## src/hdl/assert_macros.svh

```systemverilog
// Assertion macros used by the top-level RTL file.
`ifndef ASSERT_MACROS_SVH
`define ASSERT_MACROS_SVH

`ifndef ASSERT_OFF

`define ASSERT_ALWAYS(label, clk, rst_n, expr) \
    label: assert property (@(posedge clk) disable iff (!rst_n) (expr)) \
        else $error("assertion failed");

`define ASSERT_IMPL(label, clk, rst_n, ante, cons) \
    label: assert property (@(posedge clk) disable iff (!rst_n) (ante) |-> (cons)) \
        else $error("assertion failed");

`else

`define ASSERT_ALWAYS(label, clk, rst_n, expr)

`define ASSERT_IMPL(label, clk, rst_n, ante, cons)

`endif

`endif

```

## src/hdl/cnbp_pkg.sv

```systemverilog
// Types, constants and helpers of the nearest non-empty bin picker.
package cnbp_pkg;

    localparam int MAX_BINS   = 16;
    localparam int COUNT_BITS = 16;
    localparam int BIN_W      = 4;
    localparam int SIZE_W     = 5;
    localparam int TOTAL_W    = 20;

    typedef logic [BIN_W-1:0]      bin_t;
    typedef logic [SIZE_W-1:0]     size_t;
    typedef logic [COUNT_BITS-1:0] count_t;
    typedef logic [TOTAL_W-1:0]    total_t;

    localparam count_t COUNT_MAX = '1;
    localparam total_t TOTAL_MAX = '1;

    localparam logic FUNC_INSERT  = 1'b0;
    localparam logic FUNC_EXTRACT = 1'b1;

    // register select bit of paddr
    localparam logic REG_RING_SIZE = 1'b0;

    typedef enum logic [1:0] {
        ST_IDLE,
        ST_UPDATE,
        ST_SEARCH
    } state_t;

    typedef struct packed {
        logic en;
        bin_t addr;
    } mem_rd_t;

    typedef struct packed {
        logic   en;
        bin_t   addr;
        count_t data;
    } mem_wr_t;

    function automatic bin_t ring_inc(input bin_t b, input size_t n);
        if (SIZE_W'(b) + SIZE_W'(1) == n) begin
            return '0;
        end
        return b + BIN_W'(1);
    endfunction

    function automatic bin_t ring_dec(input bin_t b, input size_t n);
        if (b == '0) begin
            return BIN_W'(n - SIZE_W'(1));
        end
        return b - BIN_W'(1);
    endfunction

    function automatic size_t size_sat(input size_t v);
        if (v == '0) begin
            return SIZE_W'(1);
        end
        if (v > SIZE_W'(MAX_BINS)) begin
            return SIZE_W'(MAX_BINS);
        end
        return v;
    endfunction

endpackage

```

## src/hdl/cnbp_store.sv

```systemverilog
// Bin counter memory with per-entry valid bits and registered read data.
module cnbp_store (
    input  logic              clk,
    input  logic              rst_n,
    input  logic              clear,
    input  cnbp_pkg::mem_rd_t rd,
    input  cnbp_pkg::mem_wr_t wr,
    output cnbp_pkg::count_t  rdata
);
    import cnbp_pkg::*;

    count_t              mem [MAX_BINS];
    count_t              rdata_reg;
    logic [MAX_BINS-1:0] valid_reg;
    logic                rvalid_reg;
    bin_t                raddr_reg;

    always_ff @(posedge clk)
    begin
        if (wr.en)
        begin
            mem[wr.addr] <= wr.data;
        end
        if (rd.en)
        begin
            rdata_reg <= mem[rd.addr];
        end
    end

    always_ff @(posedge clk or negedge rst_n)
    begin
        if (!rst_n)
        begin
            valid_reg  <= '0;
            rvalid_reg <= 1'b0;
            raddr_reg  <= '0;
        end
        else
        begin
            if (clear)
            begin
                valid_reg <= '0;
            end
            else if (wr.en)
            begin
                valid_reg[wr.addr] <= 1'b1;
            end
            if (rd.en)
            begin
                rvalid_reg <= valid_reg[rd.addr];
                raddr_reg  <= rd.addr;
            end
        end
    end

    // unwritten entries read as the cleared value: bin 0 one, rest zero
    assign rdata = rvalid_reg ? rdata_reg
                 : ((raddr_reg == '0) ? COUNT_BITS'(1) : '0);

endmodule

```

## src/hdl/circular_nearest_nonempty_bin_picker_top.sv

```systemverilog
// Top level: token ring with pointer, nearest non-empty bin search.
// Insert: result on the done beat after the update state, next start accepted on the result cycle.
// Extract: takes from the pointer bin, then searches nearest-first with
// one counter memory read per cycle until a non-empty bin or the end.
// One item at a time; results come as a one-cycle done beat, never stalled.
// Reset: ring_size 1, bin 0 holds one token, pointer 0, total 1; no clear pass.
module circular_nearest_nonempty_bin_picker_top (
    input  logic                   clk,
    input  logic                   rst_n,
    input  logic                   psel,
    input  logic                   penable,
    input  logic                   pwrite,
    input  logic [2:0]             paddr,
    input  logic [31:0]            pwdata,
    output logic [31:0]            prdata,
    output logic                   pready,
    input  logic                   start,
    output logic                   busy,
    input  logic                   func,
    input  cnbp_pkg::bin_t         bin_index,
    output logic                   done,
    output logic                   taken,
    output cnbp_pkg::bin_t         taken_bin,
    output cnbp_pkg::bin_t         pointer_now,
    output cnbp_pkg::total_t       total_tokens
);
    import cnbp_pkg::*;

`include "assert_macros.svh"

    state_t  state_reg, state_next;
    size_t   ring_size_reg, ring_size_next;
    bin_t    pointer_reg, pointer_next;
    total_t  total_reg, total_next;
    logic    func_reg, func_next;
    bin_t    idx_reg, idx_next;
    bin_t    fwd_reg, fwd_next;
    bin_t    bwd_reg, bwd_next;
    size_t   step_reg, step_next;
    logic    pend_reg, pend_next;
    bin_t    pend_addr_reg, pend_addr_next;
    logic    done_reg, done_next;
    logic    taken_reg, taken_next;
    bin_t    taken_bin_reg, taken_bin_next;

    mem_rd_t rd;
    mem_wr_t wr;
    count_t  rdata;
    logic    cfg_wr;
    size_t   cnt;
    bin_t    p_clamp;
    bin_t    cand;

    cnbp_store u_store (
        .clk   (clk),
        .rst_n (rst_n),
        .clear (cfg_wr),
        .rd    (rd),
        .wr    (wr),
        .rdata (rdata)
    );

    assign cfg_wr  = psel && penable && pwrite && pready && (paddr[2] == REG_RING_SIZE);
    assign pready  = 1'b1;
    assign prdata  = (paddr[2] == REG_RING_SIZE) ? 32'(ring_size_reg) : '0;

    // candidates checked: forward and backward for each distance
    assign cnt     = {ring_size_reg[SIZE_W-1:1], 1'b0};
    assign p_clamp = (SIZE_W'(pointer_reg) < ring_size_reg) ? pointer_reg : '0;
    assign cand    = step_reg[0] ? bwd_reg : fwd_reg;

    always_ff @(posedge clk or negedge rst_n)
    begin
        if (!rst_n)
        begin
            state_reg     <= ST_IDLE;
            ring_size_reg <= SIZE_W'(1);
            pointer_reg   <= '0;
            total_reg     <= TOTAL_W'(1);
            func_reg      <= FUNC_INSERT;
            idx_reg       <= '0;
            fwd_reg       <= '0;
            bwd_reg       <= '0;
            step_reg      <= '0;
            pend_reg      <= 1'b0;
            pend_addr_reg <= '0;
            done_reg      <= 1'b0;
            taken_reg     <= 1'b0;
            taken_bin_reg <= '0;
        end
        else
        begin
            state_reg     <= state_next;
            ring_size_reg <= ring_size_next;
            pointer_reg   <= pointer_next;
            total_reg     <= total_next;
            func_reg      <= func_next;
            idx_reg       <= idx_next;
            fwd_reg       <= fwd_next;
            bwd_reg       <= bwd_next;
            step_reg      <= step_next;
            pend_reg      <= pend_next;
            pend_addr_reg <= pend_addr_next;
            done_reg      <= done_next;
            taken_reg     <= taken_next;
            taken_bin_reg <= taken_bin_next;
        end
    end

    always_comb
    begin
        state_next     = state_reg;
        ring_size_next = ring_size_reg;
        pointer_next   = pointer_reg;
        total_next     = total_reg;
        func_next      = func_reg;
        idx_next       = idx_reg;
        fwd_next       = fwd_reg;
        bwd_next       = bwd_reg;
        step_next      = step_reg;
        pend_next      = pend_reg;
        pend_addr_next = pend_addr_reg;
        done_next      = 1'b0;
        taken_next     = taken_reg;
        taken_bin_next = taken_bin_reg;
        rd             = '0;
        wr             = '0;

        unique case (state_reg)
            ST_IDLE:
            begin
                if (start)
                begin
                    func_next = func;
                    rd.en     = 1'b1;
                    if (func == FUNC_EXTRACT)
                    begin
                        idx_next = p_clamp;
                        rd.addr  = p_clamp;
                    end
                    else
                    begin
                        idx_next = bin_index;
                        rd.addr  = bin_index;
                    end
                    state_next = ST_UPDATE;
                end
            end

            ST_UPDATE:
            begin
                if (func_reg == FUNC_INSERT)
                begin
                    taken_next     = 1'b0;
                    taken_bin_next = '0;
                    if (SIZE_W'(idx_reg) < ring_size_reg && rdata != COUNT_MAX)
                    begin
                        wr.en   = 1'b1;
                        wr.addr = idx_reg;
                        wr.data = rdata + COUNT_BITS'(1);
                        if (total_reg != TOTAL_MAX)
                        begin
                            total_next = total_reg + TOTAL_W'(1);
                        end
                    end
                    done_next  = 1'b1;
                    state_next = ST_IDLE;
                end
                else
                begin
                    pointer_next = idx_reg;
                    if (rdata != '0)
                    begin
                        wr.en          = 1'b1;
                        wr.addr        = idx_reg;
                        wr.data        = rdata - COUNT_BITS'(1);
                        taken_next     = 1'b1;
                        taken_bin_next = idx_reg;
                        if (total_reg != '0)
                        begin
                            total_next = total_reg - TOTAL_W'(1);
                        end
                    end
                    else
                    begin
                        taken_next     = 1'b0;
                        taken_bin_next = '0;
                    end
                    fwd_next  = ring_inc(idx_reg, ring_size_reg);
                    bwd_next  = ring_dec(idx_reg, ring_size_reg);
                    step_next = '0;
                    pend_next = 1'b0;
                    if (cnt == '0)
                    begin
                        done_next  = 1'b1;
                        state_next = ST_IDLE;
                    end
                    else
                    begin
                        state_next = ST_SEARCH;
                    end
                end
            end

            ST_SEARCH:
            begin
                // check the beat read last cycle, issue the next candidate
                if (pend_reg && rdata != '0)
                begin
                    pointer_next = pend_addr_reg;
                    pend_next    = 1'b0;
                    done_next    = 1'b1;
                    state_next   = ST_IDLE;
                end
                else if (step_reg == cnt)
                begin
                    pend_next  = 1'b0;
                    done_next  = 1'b1;
                    state_next = ST_IDLE;
                end
                else
                begin
                    rd.en          = 1'b1;
                    rd.addr        = cand;
                    pend_next      = 1'b1;
                    pend_addr_next = cand;
                    step_next      = step_reg + SIZE_W'(1);
                    if (step_reg[0])
                    begin
                        fwd_next = ring_inc(fwd_reg, ring_size_reg);
                        bwd_next = ring_dec(bwd_reg, ring_size_reg);
                    end
                end
            end

            default:
            begin
                state_next = ST_IDLE;
            end
        endcase

        if (cfg_wr)
        begin
            ring_size_next = size_sat(pwdata[SIZE_W-1:0]);
            pointer_next   = '0;
            total_next     = TOTAL_W'(1);
        end
    end

    assign busy         = (state_reg != ST_IDLE);
    assign done         = done_reg;
    assign taken        = taken_reg;
    assign taken_bin    = taken_bin_reg;
    assign pointer_now  = pointer_reg;
    assign total_tokens = total_reg;

    `ASSERT_ALWAYS(a_ptr_in_ring, clk, rst_n, SIZE_W'(pointer_reg) < ring_size_reg)
    `ASSERT_IMPL(a_done_after_work, clk, rst_n, done_reg, $past(state_reg != ST_IDLE))
    `ASSERT_IMPL(a_no_take_no_bin, clk, rst_n, done_reg && !taken_reg, taken_bin_reg == '0)
    `ASSERT_IMPL(a_step_bound, clk, rst_n, state_reg == ST_SEARCH, step_reg <= cnt)

endmodule
```

## config.mk

```make
export PLATFORM = sky130hd
export DESIGN_NAME = circular_nearest_nonempty_bin_picker_top
export DESIGN_NICKNAME = d
export VERILOG_FILES = /design/src/hdl/cnbp_pkg.sv /design/src/hdl/cnbp_store.sv /design/src/hdl/circular_nearest_nonempty_bin_picker_top.sv
export VERILOG_INCLUDE_DIRS = /design/src /design/src/hdl
export SDC_FILE = /design/constraint.sdc
export NUM_CORES = 1
export LEC_CHECK = 0
export BUFFER_PORTS_ARGS = -buffer_cell sky130_fd_sc_hd__buf_4
export CAP_MARGIN = 20
export CORE_MARGIN = 1
export CORE_UTILIZATION = 40
export CTS_CLUSTER_SIZE = 8
export DETAILED_ROUTE_END_ITERATION = 10
export HOLD_SLACK_MARGIN = 0.15
export PLACE_DENSITY_LB_ADDON = 0.05
export SLEW_MARGIN = 20
export SYNTH_ARGS = -nofsm -noshare
export SYNTH_HDL_FRONTEND = slang
export SYNTH_SLANG_ARGS = --single-unit
```

## constraint.sdc

```tcl
create_clock -name clk -period 8.5 [get_ports clk]
set_clock_uncertainty 0.05 [all_clocks]
set_input_delay 2.55 -clock clk [delete_from_list [all_inputs] [get_ports clk]]
set_output_delay 2.55 -clock clk [all_outputs]
set_load 0.02 [all_outputs]
```

==> metrics, run 1 <==
antenna violations before repair 0; max reg flops 256; RSZ-0062 raised after global routing no; vias in the first global route 11200; Vias 11600; hold_buf cts 0; f_max 181 MHz; number of synthesized flops with an enable pin 272; CTS tree built; worst-path maximum fanout 7; clock root buffer clkbuf_16; I/O Buffers 52; Routed WL 45900 um; Synth area leader edfxtp_1; slowest CP cell buf_4; Area contributors post-synth edfxtp_1 (48%), dfrtp_1 (12%), nand2_1 (5.8%), mux2i_1 (3.5%), ha_1 (2.7%); Slew Viols, Final 0; Setup crit end kind output port; DR DRC count 0; CP startpoint kind primary input; Post-synth top cells edfxtp_1 (272), nand2_1 (262), nor2_1 (96); buffers plus inverters on the worst setup path 2; Ys Warns 0; Rel. slew slack 30.4%; overall power 7.82 mW; largest net degree at the start of global routing 60; placed cells 2011; worst slew pin tran 1.04 ns; worst-case clock buffer depth 3; most common cell in the netlist edfxtp_1; Synth top area share 48.2%; setup bufs post-CTS 0; Total GRT Usage 21.4%; syn avg cell area 11.6 um^2; fraction of layout cells with a size suffix above 1 13.6%; average wire per standard cell 22.1 um; Top FF cell, synth edfxtp_1; Final ANT Viol Nets 0; setup TNS 0 ns; clk slew on worst S/H paths 0.05 ns; most frequent CP cell buf_4; Worst Path Class, Setup primary input to output port; Seq/Total Area, Yosys 60.2%; die footprint 43200 um^2; Largest stage delay, worst path 0.15 ns; post-layout minimum cycle time 5.54 ns; Die Wd 208 um; Async S/R FF share, synth 22.9%; status finished clean; post-cts sizing count 0; VDD IR-drop max 0.000184 V; GP Congestion 0.826; mapped cell area 16900 um^2; worst skew pair latency 0.60 ns; CP required 5.90 ns; Crit path max-delay family buffers and inverters; Synth cell types 75; Layout Cells excl Fill 2081; Syn-to-layout area delta 14.3%; Num CTS Buffers 50; Fin. Hold Viols 0; Largest Register u_store.mem; CTS H-tree depth 2; critical-path cell list buf_4 > nor2_1 > buf_4; FF+latch count, synth 353; Core Area 41900 um^2; post-synthesis cell count 1460; Critical Path AT 2.94 ns; DRT Pass-1 Iters 5; row count 75; Starting Density 40.5%; power per cell area 404 nW/um^2; Setup-failing EPs final 0; Via density 5.58; Chip Height 208 um; filler instances 3833; Tcrit/Tclk final 65.2%; Hold Crit Class flip-flop to flip-flop; final HPWL from detailed placement 27500 um; I/O pin total 110; 1st-iter DRT viols 772; Layout Nets 1607; gr ovfl total 0; MaxCap Viol Count 0; first-pass GRT wire length 69900 um; clock sinks 353; leakage 7.43 nW
==> logic make-up (layout without fill, tap and decap cells) <==
kind of cell             count (synthesis)  after routing  synth area share, %
AND/OR/NAND/NOR                        534            534                 14.4
buffers and inverters                  135            190                 4.06
flip-flops                             353            353                 60.2
other                                    2             29               0.0443
adder cells (fa/ha/maj)                 37             37                 2.78
AO/OA/AOI/OAI                          276            276                 11.4
multiplexers                            85             85                 5.21
XOR/XNOR                                38             38                 1.97
==> placed cells by master, fill, tap and decap left out, types with 28 or more instances in the layout <==
cell       Yosys  final
edfxtp_1     272    272
nand2_1      262    262
buf_4         35     90
nor2_1        96     83
dfrtp_1       79     79
and3_1        69     69
mux2i_1       60     60
clkbuf_16      0     50
a21oi_1       47     44
a31oi_1       46     41
o21ai_0       40     39
ha_1          36     36
inv_1         30     30
conb_1         2     28
==> power breakdown <==
group | internal [mW] | switching (mW) | leakage [nW]
registers | 2.45 | 0.305 | 3.53
logic | 1.22 | 2.02 | 3.22
clock network | 1.09 | 0.726 | 0.674
==> worst register-to-register path, stage by stage (launching register included) <==
cell and delay (ns):
dfrtp_1 0.32, buf_4 0.40, mux2i_1 0.51, ha_1 0.33, nand2_1 0.18, o311a_1 0.46, nor3_4 0.47, a21o_4 0.79
buf_4 0.49, mux2i_1 0.25, mux2_2 0.18, o32ai_1 0.09, a221o_1 0.30
==> area by class of cell <==
class,count,area (um^2),area share [%]
flip-flops and latches,353,10200,52.7
multi-input cells,998,6290,32.5
clock buffers,65,1310,6.75
repair buffers,91,691,3.57
well taps,539,674,3.48
inverters,30,113,0.582
clock inverters,4,88.8,0.459
diodes,1,2.50,0.0129
==> final timing paths <==
| kind | end | cells after the start | slack, ns | from |
|---|---|---|---|---|
| worst max-delay path | prdata[1] | 3 | 2.96 | paddr[2] |
| worst min-delay path | pend_addr_reg[2] | 2 | 0.42 | pend_addr_reg[2] |
| worst max register to register | u_store.rdata_reg[12] | 12 | 3.43 | u_store.rvalid_reg |
| worst min register to register | pend_addr_reg[2] | 2 | 0.42 | pend_addr_reg[2] |
| max in group asynchronous | taken | 2 | 5.51 | rst_n |
| min in group asynchronous | total_tokens[6] | 1 | 1.87 | rst_n |
==> stage by stage <==
stage / worst slack [ns] / instance area, um^2 / utilization (%) / hold WS (ns)
CTS: 2.96 / 19300 / 46.2 / 0.429
finish: 2.96 / 19400 / 46.3 / 0.425
global placement: 2.67 / 17900 / 42.8 / 0.410
global route: 2.91 / 19400 / 46.3 / 0.447
detailed placement: 2.69 / 17900 / 42.9 / 0.415
floorplan: 3.05 / 17000 / - / 0.395
==> per-layer routing <==
metal | wire [um] | track usage [%]
met5 | 0 | 0
met3 | 1890 | 2.65
met2 | 21500 | 34.4
met4 | 1150 | 7.10
met1 | 21400 | 30.1
Power figures use the tool's default switching activity.
==> run 2: changes to the inputs <==
--- a/config.mk
+++ b/config.mk
@@ -6,6 +6,7 @@
 export SDC_FILE = /design/constraint.sdc
 export NUM_CORES = 1
 export LEC_CHECK = 0
+export ABC_AREA = 1
 export BUFFER_PORTS_ARGS = -buffer_cell sky130_fd_sc_hd__buf_4
 export CAP_MARGIN = 20
 export CORE_MARGIN = 1
==> constraint.sdc (replaced) <==
create_clock -name clk -period 4.5 [get_ports clk]
set_clock_uncertainty 0.05 [all_clocks]
set_input_delay 1.35 -clock clk [delete_from_list [all_inputs] [get_ports clk]]
set_output_delay 1.35 -clock clk [all_outputs]
set_load 0.02 [all_outputs]
==> run 2 against run 1 <==
  * Routed wire length is 4.5% higher
  * Synthesized cell count grew 15%
  * Area after synthesis increased by 1.9%
  * Critical path depth is 14 higher
  * First-iteration DRC count decreased by 1.0%
  * Sequential cell count stayed put
  * Hold slack improved by 0.0054 ns
  * Sequential share of layout area is 1.1 points lower
  * Largest cell class unchanged
  * Highest routed layer unchanged
==> metrics, run 2 <==
Hold Crit Class flip-flop to flip-flop; Slew Viols, Final 0 (unchanged); CTS H-tree depth 2 (unchanged); Reg area 10200 um^2 (unchanged); Combinational Power Share 39.8% (-1.7 points); Placed Area 18300 um^2 (+2.1%); clk slew on worst S/H paths 0.06 ns (about the same); Worst Hold Margin 0.430 ns (+0.00543 ns); worst-path maximum fanout 43 (+36); worst-case clock buffer depth 3 (unchanged); Via density 5.39 (-3.5%); worst setup path endpoint u_store.rdata_reg[15]; final HPWL from detailed placement 29300 um (+6.7%); I/O pin total 110 (unchanged); cell count along the critical path 17 (+14); post-synthesis cell count 1683 (+15%); buffers plus inverters on the worst setup path 3 (+1); critical-path cell list nor2_1 > nand4_1 > o21ai_1 > inv_1 > ha_1 > nand3_2 > nor2_4 > nand3_1 > nand2_2 > nand3_2 > nand2_2 > inv_2 > buf_4 > o211ai_1 > o211ai_1 > nand3_1 > nand2_1; filler instances 4029 (+5.1%); Critical Path Source u_store.rvalid_reg; DRT Pass-1 Iters 5 (unchanged); max reg flops 256 (unchanged); GP Congestion 0.893 (+8.1%); post-layout minimum cycle time 3.75 ns; syn avg cell area 10.3 um^2 (-12%); f_max 267 MHz; worst skew pair latency 0.60 ns (about the same); RSZ-0062 raised after global routing no; number of synthesized flops with an enable pin 272 (unchanged); Synth cell types 46 (-39%); Chip Height 210 um (+0.94%); mapped cell area 17300 um^2 (+1.9%); Rel. slew slack 32.6% (+2.2 points); DR DRC count 0 (unchanged); setup TNS 0 ns (unchanged); Vias 12600 (+8.3%); row count 75 (unchanged); Flop pwr share 35.2% (about the same); Post-synth top cells edfxtp_1 (272), nand2_1 (267), inv_1 (180); Seq/Total Area, Yosys 59.1% (-1.1 points); clock root buffer clkbuf_16; Die Wd 210 um (+0.94%); power per cell area 703 nW/um^2 (+74%); area taken by multi-input logic gates 5850 um^2 (-6.9%); Core Area 42200 um^2 (+0.90%); FF+latch count, synth 353 (unchanged); most frequent cells in the layout edfxtp_1 (272), nand2_1 (267), inv_1 (180); Num CTS Buffers 50 (unchanged); Total GRT Usage 22.1% (+0.64 points); Crit path max-delay family simple AND/OR/NAND/NOR gates; MaxCap Viol Count 0 (unchanged); CP startpoint kind flip-flop; Setup crit end kind flip-flop; I/O Buffers 52 (unchanged); final core occ 46.8% (+0.58 points); Switching Fraction 39.8% (+0.82 points); average wire per standard cell 20.5 um (-7.0%); Critical R2R Launch u_store.rvalid_reg; die footprint 44000 um^2 (+1.9%); gr ovfl total 0 (unchanged); Async S/R FF share, synth 22.9% (unchanged); Internal Power 8.37 mW (+76%); Antenna diodes 0 (-1); fraction of layout cells with a size suffix above 1 11.8% (-1.8 points); hold_buf cts 0 (unchanged); leakage 7.80 nW (+5.0%); FF-to-FF End u_store.rdata_reg[15]; Synth area leader edfxtp_1; Setup-failing EPs final 0 (unchanged); Clk pwr share 24.9% (+1.6 points); Routed WL 48000 um (+4.5%); Top FF cell, synth edfxtp_1; clock sinks 353 (unchanged); worst slew pin tran 1.00 ns (-0.0325 ns); Synth top area share 47.3% (-0.91 points); Net Sw Power 5.54 mW (+82%); Worst Path Class, Setup flip-flop to flip-flop; Reg2Reg Setup Slack 0.75 ns (-2.68 ns); slowest CP cell buf_4; most common cell after layout, fill and taps aside edfxtp_1; CTS tree built; status finished clean; first-pass GRT wire length 73200 um (+4.6%); VDD IR-drop max 0.000298 V (+62%); most common cell in the netlist edfxtp_1; Fin. Hold Viols 0 (unchanged); vias in the first global route 12200 (+8.9%); Ys Warns 0 (unchanged); setup bufs post-CTS 0 (unchanged); Syn-to-layout area delta 14.6%; largest net degree at the start of global routing 72 (+20%); Critical Path AT 4.13 ns (+1.19 ns); CP required 4.88 ns (-1.02 ns); Largest Register u_store.mem; Starting Density 40.9% (+0.41 points); 1st-iter DRT viols 764 (-1.0%); Tcrit/Tclk final 83.3%; worst r2r path cells 17 (+5); post-cts sizing count 0 (unchanged); fin area 19800 um^2 (+2.2%); antenna violations before repair 0 (unchanged); Largest stage delay, worst path 0.49 ns (+0.34 ns); Layout Nets 1850 (+15%); Final ANT Viol Nets 0 (unchanged); Area contributors post-synth edfxtp_1 (47%), dfrtp_1 (11%), o211ai_1 (5.8%), nand2_1 (5.8%), inv_1 (3.9%)
-- run 2: cell types whose count changed after synthesis, moves of 19 or more --
cell / previous run / this run
and3_1: 69 / 0
mux2i_1: 60 / 0
o211ai_1: 4 / 134
nand3_1: 19 / 91
a31oi_1: 46 / 2
a21oi_1: 47 / 115
xor2_1: 13 / 34
o21ai_1: 3 / 67
inv_1: 30 / 180
o21ai_0: 40 / 79
nor2_1: 96 / 77
mux2_2: 24 / 0
-- run 2: kinds of logic after synthesis --
group	synth area share, %
AOI/OAI and AO/OA	15.1
xor gates and xnor gates	2.49
adders and majority gates	2.73
buffers and inverters	7.82
DFF	59.1
other	0.0435
and+or+nand+nor	12.8
-- run 2: area by class of cell --
type / instances / area share (%)
clock buffer: 80 / 6.89
clock inverter: 3 / 0.348
inverter: 198 / 3.76
multi-input combinational: 1055 / 29.6
sequential: 353 / 51.5
tap: 539 / 3.41
timing repair buffer: 109 / 4.45
-- run 2: routing by layer --
layer  up-vias  GRT usage [%]  share of wire [%]
li1       6062              -                  -
met2       316           36.4                 47
met3        71           3.64                5.2
met1      6141           29.5                 46
met4         0           7.58                2.6
met5         -              0                  0
-- run 2: how the worst min path moves through the flow --
stage,cells past startpoint,slack (ns),endpoint,from
6_report,2,0.43,taken_bin[2],taken_bin[2]
3_3_place_gp,2,0.41,pend_addr_reg[0],pend_addr_reg[0]
2_1_floorplan,2,0.39,pend_addr_reg[0],pend_addr_reg[0]
3_5_place_dp,2,0.41,pend_addr_reg[3],pend_addr_reg[3]
5_1_grt,2,0.45,taken_bin[2],taken_bin[2]
4_1_cts,2,0.43,pend_addr_reg[3],pend_addr_reg[3]
-- run 2: worst register-to-register path, cell delays in order, from the launching register on --
cell	delay [ns]
dfrtp_1	0.41
nor2_1	0.11
nand4_1	0.10
o21ai_1	0.23
inv_1	0.14
ha_1	0.26
nand3_2	0.13
nor2_4	0.05
nand3_1	0.22
nand2_2	0.18
nand3_2	0.13
nand2_2	0.32
inv_2	0.15
buf_4	0.49
o211ai_1	0.27
o211ai_1	0.13
nand3_1	0.12
nand2_1	0.11
-- run 2: through the flow --
stage | power [mW] | setup slack (ns) | std cells
after floorplan | 8.75 | 1.27 | 1709
after global placement | 10.5 | 0.625 | 2254
after detailed placement | 10.5 | 0.658 | 2254
after CTS | 14.0 | 0.706 | 2337
after global routing | 14.9 | 0.472 | 2337
final | 13.9 | 0.754 | 2337
-- run 2: power by group through the flow --
stage | Clock (mW) | Combinational (mW) | Sequential, mW
global placement | 0 | 5.52 | 4.95
floorplan | 0 | 3.77 | 4.98
global route | 3.67 | 6.22 | 4.97
finish | 3.47 | 5.54 | 4.90
detailed placement | 0 | 5.54 | 4.96
CTS | 3.56 | 5.56 | 4.91
==> run 3: changes to the inputs <==
==> constraint.sdc (replaced) <==
create_clock -name clk -period 3.8 [get_ports clk]
set_clock_uncertainty 0.05 [all_clocks]
set_input_delay 1.14 -clock clk [delete_from_list [all_inputs] [get_ports clk]]
set_output_delay 1.14 -clock clk [all_outputs]
set_load 0.02 [all_outputs]
==> run 3 against run 2 <==
  * Register-to-register slack lost 0.45 ns
  * Sequential cell count stayed put
  * Maximum frequency grew 7.3%
  * Clock power increased by 16%
  * Sequential power up 18%
  * Die area stayed put
  * Largest power group unchanged
==> metrics, run 3 (synthesis gave the netlist of run 2 again) <==
Final WS setup 0.308 ns (-0.446 ns); Setup-failing EPs final 0 (unchanged); clock root buffer clkbuf_16; most common cell after layout, fill and taps aside edfxtp_1; row count 75 (unchanged); worst r2r path cells 17 (unchanged); post-layout minimum cycle time 3.49 ns (-0.254 ns); leakage 7.88 nW (+1.0%); Net Sw Power 6.56 mW (+18%); worst slew pin tran 1.00 ns (-0.00382 ns); Die Wd 210 um (unchanged); Core Area 42200 um^2 (unchanged); Worst Hold Launch pend_addr_reg[0]; fin area 20000 um^2 (+1.2%); overall power 16.5 mW (+19%); Hold Crit Class flip-flop to flip-flop; worst-path maximum fanout 16 (-63%); Switching Fraction 39.6% (-0.20 points); CP required 4.02 ns (-0.86 ns); Syn-to-layout area delta 16.0%; average wire per standard cell 20.4 um (-0.46%); DRT Pass-1 Iters 5 (unchanged); GR Layer Usage met1 30.1% (+0.65 points); Critical Path AT 3.71 ns (-0.42 ns); RSZ-0062 raised after global routing no; antenna violations before repair 0 (unchanged); Fin. Hold Viols 0 (unchanged); Slew Viols, Final 0 (unchanged); Antenna diodes 0 (unchanged); GP Congestion 0.868 (-2.8%); Routed WL 47600 um (-0.68%); gr ovfl total 0 (unchanged); clock sinks 353 (unchanged); power per cell area 826 nW/um^2 (+18%); Setup Slack @ Placement 0.278 ns (-0.380 ns); Tcrit/Tclk final 91.9% (+8.6 points); worst-case clock buffer depth 3 (unchanged); fraction of layout cells with a size suffix above 1 12.5% (+0.70 points); Combinational Power Share 40.8% (+1.0 points); Internal Power 9.99 mW (+19%); CP startpoint kind flip-flop; f_max 286 MHz (+7.3%); worst skew pair latency 0.60 ns (about the same); Rel. slew slack 32.8% (+0.26 points); most frequent cells in the layout edfxtp_1 (272), nand2_1 (267), inv_1 (179); max reg flops 256 (unchanged); Num CTS Buffers 50 (unchanged); Setup crit end kind flip-flop; CTS H-tree depth 2 (unchanged); setup TNS 0 ns (unchanged); Most Used Layer, Global Route met2; Clk pwr share 24.3% (-0.6 points); Total GRT Usage 22.1% (+0.059 points); first-pass GRT wire length 73000 um (-0.21%); I/O pin total 110 (unchanged); Via density 5.34 (-0.90%); clk slew on worst S/H paths 0.05 ns (about the same); Vias 12500 (-1.1%); MaxCap Viol Count 0 (unchanged); 1st-iter DRT viols 788 (+3.1%); largest net degree at the start of global routing 72 (unchanged); Largest Register u_store.mem; Layout Nets 1858 (+0.43%); die footprint 44000 um^2 (unchanged); status finished clean; hold_buf cts 0 (unchanged); Worst Path Class, Setup flip-flop to flip-flop; hold depth 2 (unchanged); CTS tree built; FF-to-FF End u_store.mem[11][12]; Critical R2R Launch u_store.rvalid_reg; VDD IR-drop max 0.000381 V (+28%); DR DRC count 0 (unchanged); Flop pwr share 34.9% (-0.3 points); Chip Height 210 um (unchanged); vias in the first global route 12100 (-1.2%); Placed Area 18600 um^2 (+1.3%); final HPWL from detailed placement 28400 um (-3.0%); met3 Usage GRT 2.89% (-0.75 points); GR Layer Usage met2 36.3% (-0.092 points); I/O Buffers 52 (unchanged); Final ANT Viol Nets 0 (unchanged); Reg2Reg Setup Slack 0.31 ns (-0.45 ns); Worst Hold End pend_addr_reg[0]; Starting Density 40.9% (unchanged)
==> run 3: power by group through the flow <==
stage,sequential [mW],combinational (mW),clock [mW]
after floorplan,5.89,4.46,0
after global placement,5.83,6.72,0
after detailed placement,5.84,6.74,0
after CTS,5.77,6.77,4.13
after global routing,5.85,7.55,4.27
final,5.77,6.76,4.02
==> run 3: critical path: stages (launching register included) <==
cell,delay (ns)
dfrtp_1,0.40
nor2_1,0.11
nand4_1,0.15
o21ai_1,0.16
inv_1,0.10
ha_1,0.24
nand3_2,0.13
nor2_4,0.05
nand3_1,0.20
inv_1,0.09
nor2_1,0.21
clkinvlp_4,0.28
nand2_2,0.21
nand2_1,0.14
nor2_1,0.24
nand2_1,0.11
inv_1,0.11
buf_12,0.21
==> run 3: routing by layer <==
metal / wire length, um / vias to the layer above
li1: - / 6082
met1: 21600 / 6001
met2: 22500 / 291
met3: 2130 / 76
met4: 1400 / 0
met5: 0 / -
==> run 3: per-stage QoR <==
step | cells | utilization, % | hold WS [ns]
after floorplan | 1709 | - | 0.387
after global placement | 2258 | 43.9 | 0.405
after detailed placement | 2258 | 44.0 | 0.410
after CTS | 2328 | 47.3 | 0.422
after global routing | 2332 | 47.4 | 0.462
final | 2332 | 47.4 | 0.424
==> run 3: worst max path at each step <==
stage	startpoint	endpoint	slack, ns	depth (start not counted)
finish	u_store.rvalid_reg	u_store.mem[11][12]	0.31	17
global route	u_store.rvalid_reg	u_store.mem[10][12]	0.007	17
CTS	u_store.rvalid_reg	u_store.mem[10][12]	0.27	17
detailed placement	u_store.rvalid_reg	u_store.mem[10][14]	0.28	17
global placement	u_store.rvalid_reg	u_store.mem[10][14]	0.28	17
floorplan	u_store.rvalid_reg	u_store.mem[5][0]	0.57	17
==> run 3: final cells by class <==
class | count | area, um^2
Clock buffer | 66 | 1310
Fill cell | 3995 | 22200
Clock inverter | 4 | 81.3
Multi-Input combinational cell | 1055 | 5870
Tap cell | 539 | 674
Sequential cell | 353 | 10200
Timing Repair Buffer | 117 | 1140
Inverter | 198 | 747
==> run 3: timing repair <==
item                                    4_1_cts  5_1_grt
setup buffers                                 0        3
endpoints found under the setup margin        0      122
resized for setup                             0        3
